--- src/smm_pkg.sv ---
// Shared types and constants for the 4x4 stereo matrix mixer.
// Used by smm_front, smm_queue, smm_back and the top level; no dependencies.
package smm_pkg;

  localparam int unsigned MaxDests   = 4;
  localparam int unsigned SampleW    = 16;
  localparam int unsigned AccW       = 24;
  localparam int unsigned GainW      = 19;
  localparam int unsigned ProdW      = 35;
  localparam int unsigned FracBits   = 14;
  localparam int unsigned CfgIdxW    = 3;
  localparam int unsigned CfgDataW   = 64;
  localparam int unsigned InDataW    = 96;
  localparam int unsigned InUserW    = 1;
  localparam int unsigned OutDataW   = 48;
  localparam int unsigned OutUserW   = 3;
  localparam int unsigned LampOffset = 38;
  localparam int unsigned LampMax    = 255;

  // register indexes: mix gains first, modulation depths from this index on
  localparam logic [CfgIdxW-1:0] CfgMixSrc0 = 3'd0;
  localparam logic [CfgIdxW-1:0] CfgDepSrc0 = 3'd4;

  typedef enum logic [1:0] {
    LAMP_OFF = 2'd0,
    LAMP_POS = 2'd1,
    LAMP_NEG = 2'd2
  } lamp_pol_e;

  // one classified source request as it waits for the mixing datapath
  typedef struct packed {
    logic signed [SampleW-1:0]                   left;
    logic signed [SampleW-1:0]                   right;
    logic        [MaxDests-1:0][SampleW-1:0]     mods;
    logic        [1:0]                           src;
    logic                                        fin;
  } item_t;

endpackage

--- src/smm_front.sv ---
// Front end: takes source requests, substitutes left for a missing right channel
// and tags each with its source number. Depends on smm_pkg.
module smm_front #(
  parameter int unsigned NUM_SOURCES = 4
) (
  input  logic                          clk_i,
  input  logic                          rst_ni,
  input  logic                          in_valid_i,
  output logic                          in_ready_o,
  input  logic [smm_pkg::InDataW-1:0]   in_data_i,
  input  logic [smm_pkg::InUserW-1:0]   in_user_i,
  input  logic                          q_full_i,
  output logic                          push_o,
  output smm_pkg::item_t                item_o
);

  logic [1:0] src_q, src_d;
  logic       fin;

  assign in_ready_o = !q_full_i;
  assign push_o     = in_valid_i && !q_full_i;
  assign fin        = (src_q == 2'(NUM_SOURCES - 1));

  always_comb begin
    item_o.left  = in_data_i[15:0];
    // reuse left when the right channel is unplugged
    item_o.right = in_user_i[0] ? in_data_i[31:16] : in_data_i[15:0];
    for (int d = 0; d < smm_pkg::MaxDests; d++) begin
      item_o.mods[d] = in_data_i[32 + 16*d +: 16];
    end
    item_o.src = src_q;
    item_o.fin = fin;
  end

  always_comb begin
    src_d = src_q;
    if (push_o) begin
      src_d = fin ? 2'd0 : src_q + 2'd1;
    end
  end

  always_ff @(posedge clk_i or negedge rst_ni) begin
    if (!rst_ni) begin
      src_q <= 2'd0;
    end else begin
      src_q <= src_d;
    end
  end

endmodule

--- src/smm_queue.sv ---
// Two-entry queue between front end and mixing datapath; head always in slot 0.
// Depends on smm_pkg for the item type.
module smm_queue (
  input  logic           clk_i,
  input  logic           rst_ni,
  input  logic           push_i,
  input  smm_pkg::item_t push_item_i,
  input  logic           pop_i,
  output logic           full_o,
  output logic           head_valid_o,
  output smm_pkg::item_t head_o
);

  smm_pkg::item_t slot_q [2];
  logic [1:0]     count_q, count_d;
  logic           wr_idx;

  assign full_o       = (count_q == 2'd2);
  assign head_valid_o = (count_q != 2'd0);
  assign head_o       = slot_q[0];
  assign wr_idx       = (count_q == 2'd1) && !pop_i;

  always_comb begin
    count_d = count_q;
    case ({push_i, pop_i})
      2'b10:   count_d = count_q + 2'd1;
      2'b01:   count_d = count_q - 2'd1;
      default: count_d = count_q;
    endcase
  end

  always_ff @(posedge clk_i or negedge rst_ni) begin
    if (!rst_ni) begin
      count_q <= 2'd0;
    end else begin
      count_q <= count_d;
    end
  end

  // advance the tail into the head on pop; a push lands behind whatever remains
  always_ff @(posedge clk_i) begin
    if (push_i && !wr_idx) begin
      slot_q[0] <= push_item_i;
    end else if (pop_i) begin
      slot_q[0] <= slot_q[1];
    end
    if (push_i && wr_idx) begin
      slot_q[1] <= push_item_i;
    end
  end

endmodule

--- src/smm_back.sv ---
// Mixing datapath (depends on smm_pkg): gain registers, multiply-accumulate stages
// A, B, C stepping one destination per cycle unless stalled, and the output register.
module smm_back #(
  parameter int unsigned NUM_DESTS = 4
) (
  input  logic                           clk_i,
  input  logic                           rst_ni,
  input  logic                           cfg_we_i,
  input  logic [smm_pkg::CfgIdxW-1:0]    cfg_idx_i,
  input  logic [smm_pkg::CfgDataW-1:0]   cfg_data_i,
  input  logic                           head_valid_i,
  input  smm_pkg::item_t                 head_i,
  output logic                           pop_o,
  output logic                           out_valid_o,
  input  logic                           out_ready_i,
  output logic [smm_pkg::OutDataW-1:0]   out_data_o,
  output logic [smm_pkg::OutUserW-1:0]   out_user_o,
  output logic                           out_last_o
);

  localparam logic [1:0] LastDest = 2'(NUM_DESTS - 1);

  logic [smm_pkg::CfgDataW-1:0] mix_q [smm_pkg::MaxDests];
  logic [smm_pkg::CfgDataW-1:0] dep_q [smm_pkg::MaxDests];
  logic signed [smm_pkg::AccW-1:0] accl_q [smm_pkg::MaxDests];
  logic signed [smm_pkg::AccW-1:0] accr_q [smm_pkg::MaxDests];

  logic       en;
  logic [1:0] dcnt_q, dcnt_d;
  logic       issue;

  // stage A: depth times modulation
  logic                              va_q;
  logic signed [31:0]                dm_a_q;
  logic signed [15:0]                mix_a_q, l_a_q, r_a_q;
  logic [1:0]                        d_a_q;
  logic                              fin_a_q, last_a_q;
  logic signed [15:0]                dep_sel, mod_sel;
  // stage B: sample times gain
  logic                              vb_q;
  logic signed [smm_pkg::ProdW-1:0]  pl_b_q, pr_b_q;
  logic [1:0]                        d_b_q;
  logic                              fin_b_q, last_b_q;
  logic signed [smm_pkg::GainW-1:0]  gain;
  // stage C: accumulate
  logic                              vc_q;
  logic signed [smm_pkg::AccW-1:0]   accl_c_q, accr_c_q;
  logic [1:0]                        d_c_q;
  logic                              fin_c_q, last_c_q;
  logic signed [smm_pkg::AccW-1:0]   suml, sumr;
  // output stage
  logic                              out_valid_q;
  logic [smm_pkg::OutDataW-1:0]      out_data_q;
  logic [smm_pkg::OutUserW-1:0]      out_user_q;
  logic                              out_last_q;
  logic signed [15:0]                satl, satr;
  logic signed [smm_pkg::AccW:0]     pair;
  logic signed [smm_pkg::AccW-1:0]   avg;
  logic [smm_pkg::AccW-1:0]          mag;
  logic [17:0]                       lvl_raw;
  logic [7:0]                        lvl;
  smm_pkg::lamp_pol_e                pol;

  // whole pipeline holds while a result waits at the output
  assign en    = !out_valid_q || out_ready_i;
  assign issue = en && head_valid_i;
  assign pop_o = issue && (dcnt_q == LastDest);

  always_ff @(posedge clk_i or negedge rst_ni) begin
    if (!rst_ni) begin
      for (int i = 0; i < smm_pkg::MaxDests; i++) begin
        mix_q[i] <= '0;
        dep_q[i] <= '0;
      end
    end else if (cfg_we_i) begin
      if (cfg_idx_i < smm_pkg::CfgDepSrc0) begin
        mix_q[cfg_idx_i[1:0]] <= cfg_data_i;
      end else begin
        dep_q[cfg_idx_i[1:0]] <= cfg_data_i;
      end
    end
  end

  always_comb begin
    dcnt_d = dcnt_q;
    if (issue) begin
      dcnt_d = (dcnt_q == LastDest) ? 2'd0 : dcnt_q + 2'd1;
    end
  end

  assign dep_sel = dep_q[head_i.src][{dcnt_q, 4'b0000} +: 16];
  assign mod_sel = head_i.mods[dcnt_q];

  always_ff @(posedge clk_i or negedge rst_ni) begin
    if (!rst_ni) begin
      dcnt_q      <= 2'd0;
      va_q        <= 1'b0;
      vb_q        <= 1'b0;
      vc_q        <= 1'b0;
      out_valid_q <= 1'b0;
    end else begin
      dcnt_q <= dcnt_d;
      if (en) begin
        va_q        <= head_valid_i;
        vb_q        <= va_q;
        vc_q        <= vb_q;
        out_valid_q <= vc_q;
      end
    end
  end

  always_ff @(posedge clk_i) begin
    if (en) begin
      dm_a_q   <= 32'(dep_sel) * 32'(mod_sel);
      mix_a_q  <= mix_q[head_i.src][{dcnt_q, 4'b0000} +: 16];
      l_a_q    <= head_i.left;
      r_a_q    <= head_i.right;
      d_a_q    <= dcnt_q;
      fin_a_q  <= head_i.fin;
      last_a_q <= (dcnt_q == LastDest);
    end
  end

  assign gain = smm_pkg::GainW'(mix_a_q) + smm_pkg::GainW'(dm_a_q >>> smm_pkg::FracBits);

  always_ff @(posedge clk_i) begin
    if (en) begin
      pl_b_q   <= smm_pkg::ProdW'(l_a_q) * smm_pkg::ProdW'(gain);
      pr_b_q   <= smm_pkg::ProdW'(r_a_q) * smm_pkg::ProdW'(gain);
      d_b_q    <= d_a_q;
      fin_b_q  <= fin_a_q;
      last_b_q <= last_a_q;
    end
  end

  // floor shift of the product, sign-extended, added with 24-bit wrap
  assign suml = accl_q[d_b_q]
              + smm_pkg::AccW'($signed(pl_b_q[smm_pkg::ProdW-1:smm_pkg::FracBits]));
  assign sumr = accr_q[d_b_q]
              + smm_pkg::AccW'($signed(pr_b_q[smm_pkg::ProdW-1:smm_pkg::FracBits]));

  always_ff @(posedge clk_i or negedge rst_ni) begin
    if (!rst_ni) begin
      for (int i = 0; i < smm_pkg::MaxDests; i++) begin
        accl_q[i] <= '0;
        accr_q[i] <= '0;
      end
    end else if (en && vb_q) begin
      // clear the sums as the last source is added; its totals still go on to stage C
      accl_q[d_b_q] <= fin_b_q ? '0 : suml;
      accr_q[d_b_q] <= fin_b_q ? '0 : sumr;
    end
  end

  always_ff @(posedge clk_i) begin
    if (en) begin
      accl_c_q <= suml;
      accr_c_q <= sumr;
      d_c_q    <= d_b_q;
      fin_c_q  <= fin_b_q;
      last_c_q <= last_b_q;
    end
  end

  always_comb begin
    if (accl_c_q > 24'sd32767) begin
      satl = 16'sh7fff;
    end else if (accl_c_q < -24'sd32768) begin
      satl = -16'sh8000;
    end else begin
      satl = accl_c_q[15:0];
    end
    if (accr_c_q > 24'sd32767) begin
      satr = 16'sh7fff;
    end else if (accr_c_q < -24'sd32768) begin
      satr = -16'sh8000;
    end else begin
      satr = accr_c_q[15:0];
    end
    pair = (smm_pkg::AccW + 1)'(accl_c_q) + (smm_pkg::AccW + 1)'(accr_c_q);
    avg  = pair[smm_pkg::AccW:1];
    mag  = avg[smm_pkg::AccW-1] ? 24'(-avg) : 24'(avg);
    lvl_raw = 18'(mag[smm_pkg::AccW-1:7]) + 18'(smm_pkg::LampOffset);
    if (avg == '0) begin
      pol = smm_pkg::LAMP_OFF;
      lvl = 8'd0;
    end else begin
      pol = avg[smm_pkg::AccW-1] ? smm_pkg::LAMP_NEG : smm_pkg::LAMP_POS;
      lvl = (lvl_raw > 18'(smm_pkg::LampMax)) ? 8'(smm_pkg::LampMax) : lvl_raw[7:0];
    end
  end

  always_ff @(posedge clk_i) begin
    if (en) begin
      out_data_q <= {6'd0, lvl, pol, satr, satl};
      out_user_q <= {fin_c_q, d_c_q};
      out_last_q <= last_c_q;
    end
  end

  assign out_valid_o = out_valid_q;
  assign out_data_o  = out_data_q;
  assign out_user_o  = out_user_q;
  assign out_last_o  = out_last_q;

endmodule

--- src/stereo_matrix_mixer_4x4_core.sv ---
// Top level of the 4x4 stereo matrix mixer: front end, request queue and datapath.
// Depends on smm_pkg, smm_front, smm_queue and smm_back.
//
//   channel   direction  handshake                     payload
//   s_axis    in         s_axis_tvalid/s_axis_tready   tdata: samples, modulation; tuser
//   m_axis    out        m_axis_tvalid/m_axis_tready   tdata: sums, lamp; tuser; tlast
//   cfg       in         cfg_we_i (no back-pressure)   cfg_idx_i, cfg_data_i
//
// Each source request gives NUM_DESTS results, one per cycle unless m_axis stalls:
// the datapath has one shared multiply-accumulate path that steps through destinations
// and takes the next request only after the last destination of the current one.
// The first result passes stages A, B, C and the output stage. Reset clears the
// source count, sums and gain registers. A stall at m_axis holds the whole datapath;
// the two-entry queue takes requests until it is full, then s_axis_tready drops.
module stereo_matrix_mixer_4x4_core #(
  parameter int unsigned NUM_SOURCES = 4,
  parameter int unsigned NUM_DESTS   = 4
) (
  input  logic                          clk_i,
  input  logic                          rst_ni,
  input  logic                          s_axis_tvalid,
  output logic                          s_axis_tready,
  // left_sample, right_sample, mod_dest0, mod_dest1, mod_dest2, mod_dest3
  input  logic [smm_pkg::InDataW-1:0]   s_axis_tdata,
  // right_present
  input  logic [smm_pkg::InUserW-1:0]   s_axis_tuser,
  output logic                          m_axis_tvalid,
  input  logic                          m_axis_tready,
  // sum_left, sum_right, lamp_polarity, lamp_level, zero fill
  output logic [smm_pkg::OutDataW-1:0]  m_axis_tdata,
  // dest_index, final_sample
  output logic [smm_pkg::OutUserW-1:0]  m_axis_tuser,
  output logic                          m_axis_tlast,
  input  logic                          cfg_we_i,
  input  logic [smm_pkg::CfgIdxW-1:0]   cfg_idx_i,
  input  logic [smm_pkg::CfgDataW-1:0]  cfg_data_i
);

  logic           push, pop, q_full, head_valid;
  smm_pkg::item_t push_item, head;

  smm_front #(
    .NUM_SOURCES (NUM_SOURCES)
  ) u_front (
    .clk_i      (clk_i),
    .rst_ni     (rst_ni),
    .in_valid_i (s_axis_tvalid),
    .in_ready_o (s_axis_tready),
    .in_data_i  (s_axis_tdata),
    .in_user_i  (s_axis_tuser),
    .q_full_i   (q_full),
    .push_o     (push),
    .item_o     (push_item)
  );

  smm_queue u_queue (
    .clk_i        (clk_i),
    .rst_ni       (rst_ni),
    .push_i       (push),
    .push_item_i  (push_item),
    .pop_i        (pop),
    .full_o       (q_full),
    .head_valid_o (head_valid),
    .head_o       (head)
  );

  smm_back #(
    .NUM_DESTS (NUM_DESTS)
  ) u_back (
    .clk_i        (clk_i),
    .rst_ni       (rst_ni),
    .cfg_we_i     (cfg_we_i),
    .cfg_idx_i    (cfg_idx_i),
    .cfg_data_i   (cfg_data_i),
    .head_valid_i (head_valid),
    .head_i       (head),
    .pop_o        (pop),
    .out_valid_o  (m_axis_tvalid),
    .out_ready_i  (m_axis_tready),
    .out_data_o   (m_axis_tdata),
    .out_user_o   (m_axis_tuser),
    .out_last_o   (m_axis_tlast)
  );

endmodule

--- config.mk ---
export PLATFORM = sky130hd
export DESIGN_NAME = stereo_matrix_mixer_4x4_core
export DESIGN_NICKNAME = d
export VERILOG_FILES = /design/src/smm_pkg.sv /design/src/smm_front.sv /design/src/smm_queue.sv /design/src/smm_back.sv /design/src/stereo_matrix_mixer_4x4_core.sv
export SDC_FILE = /design/constraint.sdc
export NUM_CORES = 2
export LEC_CHECK = 0
export ABC_CLOCK_PERIOD_IN_PS = 9450
export BUFFER_PORTS_ARGS = -buffer_cell sky130_fd_sc_hd__buf_4
export CORE_MARGIN = 1
export CORE_UTILIZATION = 30
export CTS_BUF_LIST = sky130_fd_sc_hd__clkbuf_4 sky130_fd_sc_hd__clkbuf_8 sky130_fd_sc_hd__clkbuf_16
export DETAILED_ROUTE_END_ITERATION = 8
export GPL_TIMING_DRIVEN = 1
export PLACE_DENSITY_LB_ADDON = 0.15
export SYNTH_ARGS = -nofsm -noshare
export SYNTH_HDL_FRONTEND = slang
export SYNTH_SLANG_ARGS = --single-unit
export TNS_END_PERCENT = 30
--- constraint.sdc ---
create_clock -name clk_i -period 9.45 [get_ports clk_i]
set_input_delay 0.4725 -clock clk_i [delete_from_list [all_inputs] [get_ports clk_i]]
set_output_delay 0.4725 -clock clk_i [all_outputs]
set_load 0.005 [all_outputs]
Word level (Yosys, flattened, before mapping)
Memories as Yosys holds them, arrays and structs flattened.
Cells that the tools add are included.
Storage, ports and cells
  register bits after elaboration: 970
  bits in writable memories: 198
  word-level logic and storage cells: 148
  output and inout bits: 54
  input port bits: 169
  memories kept: 1
Cells by class
  multiplexer cells: 44
  reduce and logical (&&, ||, !) cells: 20
  eq/ne operators: 6
  add/subtract/negate cells: 10
  multipliers: 3
  shifts and indexed selects: 2
  magnitude comparators: 12
  bitwise logic cells: 5
Memory list
  u_queue.slot_q: words 2, bits a word 99, read ports 2, clocked after Yosys merged registers in 0, wr ports 1, RTL line smm_queue.sv:14  | smm_pkg::item_t slot_q [2];
Operators by type and width (count)
  $bwmux W256: 2
  $mux W64: 5
  $bmux W64 S2: 2
  $mux W99: 2
  $bwmux W96: 2
  $mux W24: 8
  $demux W64 S2: 1
  $shiftx A64 B7 Y16: 2
  $reduce_or A99 Y1: 1
  $bmux W24 S2: 2
  $mul A16 B19 Y35: 2
  $mux W16: 4
  $add A24 B21 Y24: 2
  $demux W24 S2: 1
  $gt A24 B16 Y1 const B: 2
  $lt A24 B16 Y1 const B: 2
  $bmux W16 S2: 1
  $mul A16 B16 Y32: 1
  $add A24 B24 Y25: 1
  $logic_not A24 Y1: 1
  $neg A24 Y24: 1
  $add A16 B18 Y19: 1
  $add A17 B6 Y18 const B: 1
  $gt A18 B8 Y1 const B: 1
  other kinds (20): 54

Logic depth before layout (Yosys ltp)
  depth in word-level cells: 12
  depth in mapped cells: 39
  gate-level depth less buffers: 38

By module
From an unflattened synthesis, not the netlist that was laid out.
Second synthesis, totals
  cells, all modules: 6928
  area, all modules: 83433.8 um^2
Modules (own cells, without submodules)
  smm_back: cells each 6396, instances 1, area each 74391.3 um^2
  smm_queue: cells each 425, instances 1, area each 8084.0 um^2
  smm_front: cells each 107, instances 1, area each 958.4 um^2

Least setup slack after synthesis
Ideal clock, no wire load.
  path kind: register to register
  start: mem u_queue.slot_q[0][1] in the netlist's numbering
  end: reg u_back.dm_a_q[30] (data pin)
  data arrival time: 8.892 ns
  required time: 9.192 ns
  cell stages (with the launch flop): 31
  clock period less this slack: 9.150 ns
  path buffers: 4
  setup time: 0.258 ns
  setup slack: 0.300 ns
  cells stage by stage: edfxtp_1 buf_2 buf_1 buf_1 mux4_2 mux4_2 clkbuf_1 nand2_1 fa_1 inv_1 fa_1 fa_1 fa_1 inv_1 fa_1 inv_1 fa_1 ha_1 o21a_1 and4_1 a221oi_1 a211oi_1 a221oi_1 o21ai_1 o41a_1 o211a_1 o21a_1 o21ai_1 nand2b_1 a21oi_1 xnor2_1
RTL lines
  start, declared: RTL line smm_queue.sv:14
  end signal, assigned: RTL line smm_back.sv:114  | dm_a_q <= 32'(dep_sel) * 32'(mod_sel);
  end, declared: RTL line smm_back.sv:34  | logic signed [31:0] dm_a_q;

Worst setup path in the final report
  start: reg u_back.mix_a_q[0]
  end: reg u_back.pl_b_q[34] in the netlist's numbering (data pin)
On the way
  word-level cells in the longest chain between the ends: 2
RTL lines
  start, declared: RTL line smm_back.sv:35  | logic signed [15:0] mix_a_q, l_a_q, r_a_q;
  start signal, assigned: RTL line smm_back.sv:115  | mix_a_q <= mix_q[head_i.src][{dcnt_q, 4'b0000} +: 16];
  $add A16 B18 Y19: RTL line smm_back.sv:124  | assign gain = smm_pkg::GainW'(mix_a_q) + smm_pkg::GainW'(dm_a_q >>> smm_pkg::FracBits);
  $mul A16 B19 Y35: RTL line smm_back.sv:128  | pl_b_q <= smm_pkg::ProdW'(l_a_q) * smm_pkg::ProdW'(gain);
  end signal, assigned: RTL line smm_back.sv:128
  end, declared: RTL line smm_back.sv:41  | logic signed [smm_pkg::ProdW-1:0] pl_b_q, pr_b_q;
Every way passes these cells.
A chain may end at the register's enable or synchronous reset.

==> results.json <==
{
  "max_stage_delay_ns": 0.56,
  "fp.dieH_um": 527,
  "ctsLongestPathBuffers": 4,
  "nets": 8552,
  "critPathLaunchType": "flip-flop",
  "fmax_mhz": 111,
  "dp_hpwl_mm": 160,
  "start_util_pct": 30.2,
  "syn_area_mm2": 0.0826,
  "grt_max_degree": 173,
  "cp.required_ns": 9.97,
  "grt_pass1_vias": 57075,
  "clock_skew_ns": 0.0857,
  "track_usage_pct": 16.3,
  "async_flop_share_pct": 63.4,
  "finalHoldViolCount": 0,
  "root_buffer": "clkbuf_16",
  "fin_crit_ns": 9.00,
  "numClockSinks": 1126,
  "crit_buf_inv": 5,
  "drive_gt1_share_pct": 23.2,
  "slew_violations": 0,
  "path_delay_family": "adder cells",
  "dieArea_mm2": 0.278,
  "seq_area_frac_synth_pct": 36.6,
  "postSynthRegisterBits": 1126,
  "ys.flop_type": "dfrtp_1",
  "grt_antenna_before_repair": 36,
  "yosysWarnings": 0,
  "core_area_mm2": 0.274,
  "gp_congestion": 0.808,
  "maxCapViolations": 0,
  "clock_latency_ns": 0.82,
  "syn2layout_area_growth_pct": 15.6,
  "finalSetupViolCount": 0,
  "cpMostUsedCell": "fa_1",
  "synth_cell_types": 87,
  "clk_pin_slew_worst_paths_ns": 0.06,
  "dr.first_iter.drc_count": 2218,
  "grt_pass1_wl_mm": 349,
  "outcome": "finished clean",
  "synth_edf_count": 412,
  "grt_remaining_overflow": 0,
  "io_pins": 223,
  "hold_path_class": "in2reg",
  "ctsHtreeMaxLevel": 4,
  "drt-total-wl_mm": 223,
  "worstSetupPathType": "reg2reg",
  "routedWlPerCell_um": 20.5,
  "syn_area_per_cell_um2": 12.1,
  "portBuffers": 216,
  "min_period_over_period_pct": 95.3,
  "cts-buffers-inserted": 145,
  "cp.arrival_ns": 9.53,
  "dr.pass1.iters": 5,
  "syn_inst": 6840,
  "cts_tree": "yes",
  "final_antenna_net_count": 0,
  "slowest_stage": "fa_1",
  "vias_per_cell": 4.70,
  "die-width_um": 527,
  "critPathMaxFanout": 5,
  "max_slew_margin_pct": 9.60,
  "post-route-drc-count": 0,
  "fin_setup_tns_ns": 0,
  "end_kind": "flip-flop",
  "tightest_slew_ns": 1.35,
  "fp-row-count": 192,
  "vias": 51209
}
## stage by stage
step                      utilization, %  instance area (um^2)  worst slack [ns]  hold slack (ns)  cells
final                               34.9                 95500             0.448           0.0570  10886
after global routing                34.9                 95500           -0.0469           0.0215  10885
after CTS                           34.7                 95200           0.00579          0.00149  10867
after detailed placement            32.5                 89000           -0.0494            0.405  10460
after global placement              32.5                 89000            0.0132            0.402  10460
after floorplan                        -                 82600             0.300            0.177   6845
## metal layers
layer  global-route usage, %  vias up  wire [um]
li1                        -    23245          -
met1                    20.9    27005      98000
met2                    29.1      653     114000
met3                    1.97      276       6270
met4                    3.60       30       4580
met5                       0        -        193
## worst reg2reg max path, delay by kind of cell (launching register included)
family / cells / cell delay [ns]
xor+xnor: 2 / 0.24
buf+inv: 5 / 0.37
fa+ha+maj: 9 / 3.83
simple gates: 5 / 1.02
flops: 1 / 0.37
compound gates: 17 / 2.91
## final cells by class
type / instances / area (um^2)
repair buffers: 536 / 4670
multi-input cells: 4375 / 47700
diodes: 9 / 22.5
fillers: 27068 / 178000
flip-flops and latches: 1126 / 30200
clock buffers: 202 / 4230
clock inverters: 52 / 377
well taps: 3589 / 4490
inverters: 997 / 3750
## state kept, by name, indices dropped and copies added, names as in the netlist, 18 cells and up
signal	count
u_back.dep_q	256
u_back.mix_q	256
u_queue.slot_q	198
u_back.accl_q	96
u_back.accr_q	96
u_back.out_data_o	42
u_back.accl_c_q	24
u_back.accr_c_q	24
u_back.pl_b_q	21
u_back.pr_b_q	21
u_back.dm_a_q	18
## cells by family (layout without fill, tap and decap cells)
group	Yosys count	after routing	synth area share (%)
multiplexers	1023	1023	16.9
adder cells (fa/ha/maj)	1203	1203	26.0
flip-flops	1126	1126	36.6
other	1	15	0.00454
AO/OA/AOI/OAI	448	448	3.63
AND/OR/NAND/NOR	1514	1514	8.81
buffers and inverters	1345	1787	6.16
XOR/XNOR	180	181	1.92
## placed cells by master (no fill, tap or decap), drive strengths merged, types with 32 or more instances in the layout
cell,Yosys,final
nand2,700,700
mux2i,32,32
o21ai,104,104
nor2b,80,80
nor2,169,169
mux4,219,219
nor3,49,49
xnor2,149,150
mux2,772,772
buf,40,381
inv,995,1001
ha,345,345
a21o,53,53
nand3,38,38
fa,857,857
clkbuf,308,204
clkinv,2,42
and2,332,332
nand2b,48,48
a21oi,88,88
dlygate4sd3,0,153
dfrtp,714,714
edfxtp,412,412
o21a,54,54
## synthesized netlist by cell type, types with 49 or more instances
master | number | area [um^2]
nor2b_1 | 80 | 500
o21a_1 | 54 | 405
mux4_2 | 219 | 4930
dfrtp_1 | 714 | 17900
inv_1 | 995 | 3730
xnor2_1 | 148 | 1300
a21oi_1 | 88 | 440
ha_1 | 345 | 4320
and2_1 | 332 | 2080
mux2_2 | 772 | 8690
a21o_1 | 53 | 398
nor3_1 | 49 | 245
nor2_1 | 169 | 634
edfxtp_1 | 412 | 12400
nand2_1 | 700 | 2630
clkbuf_1 | 308 | 1160
fa_1 | 857 | 17200
o21ai_0 | 95 | 475
## what timing repair did
action / in CTS / in global routing
buffers inserted: 0 / 8
setup endpoints to repair: 3 / 24
pin swaps: 0 / 14
resized for setup: 2 / 38
hold endpoints to repair: 756 / 0
gates cloned: 0 / 2
hold buffers: 153 / 0
## final timing paths
path,start,end,slack [ns],depth (start not counted)
setup / recovery,u_back.mix_a_q[0]$_DFFE_PN_,u_back.pl_b_q[34]$_DFFE_PN_,0.45,38
hold reg to reg,u_queue.slot_q[0][67]$_DFFE_PP_,u_back.r_a_q[0]$_DFFE_PN_,0.42,0
hold / removal,s_axis_tdata[30],u_queue.slot_q[0][180]$_DFFE_PP_,0.06,2
max in group asynchronous,rst_ni,u_back.dep_q[168]$_DFFE_PN0P_,6.72,4
setup reg to reg,u_back.mix_a_q[0]$_DFFE_PN_,u_back.pl_b_q[34]$_DFFE_PN_,0.45,38
min in group asynchronous,rst_ni,u_back.accr_q[75]$_DFFE_PN0P_,0.31,2
Power is left out: the tool's default activity adds up to more than one toggle a clock period on the data nets, which glitch-free logic cannot reach.
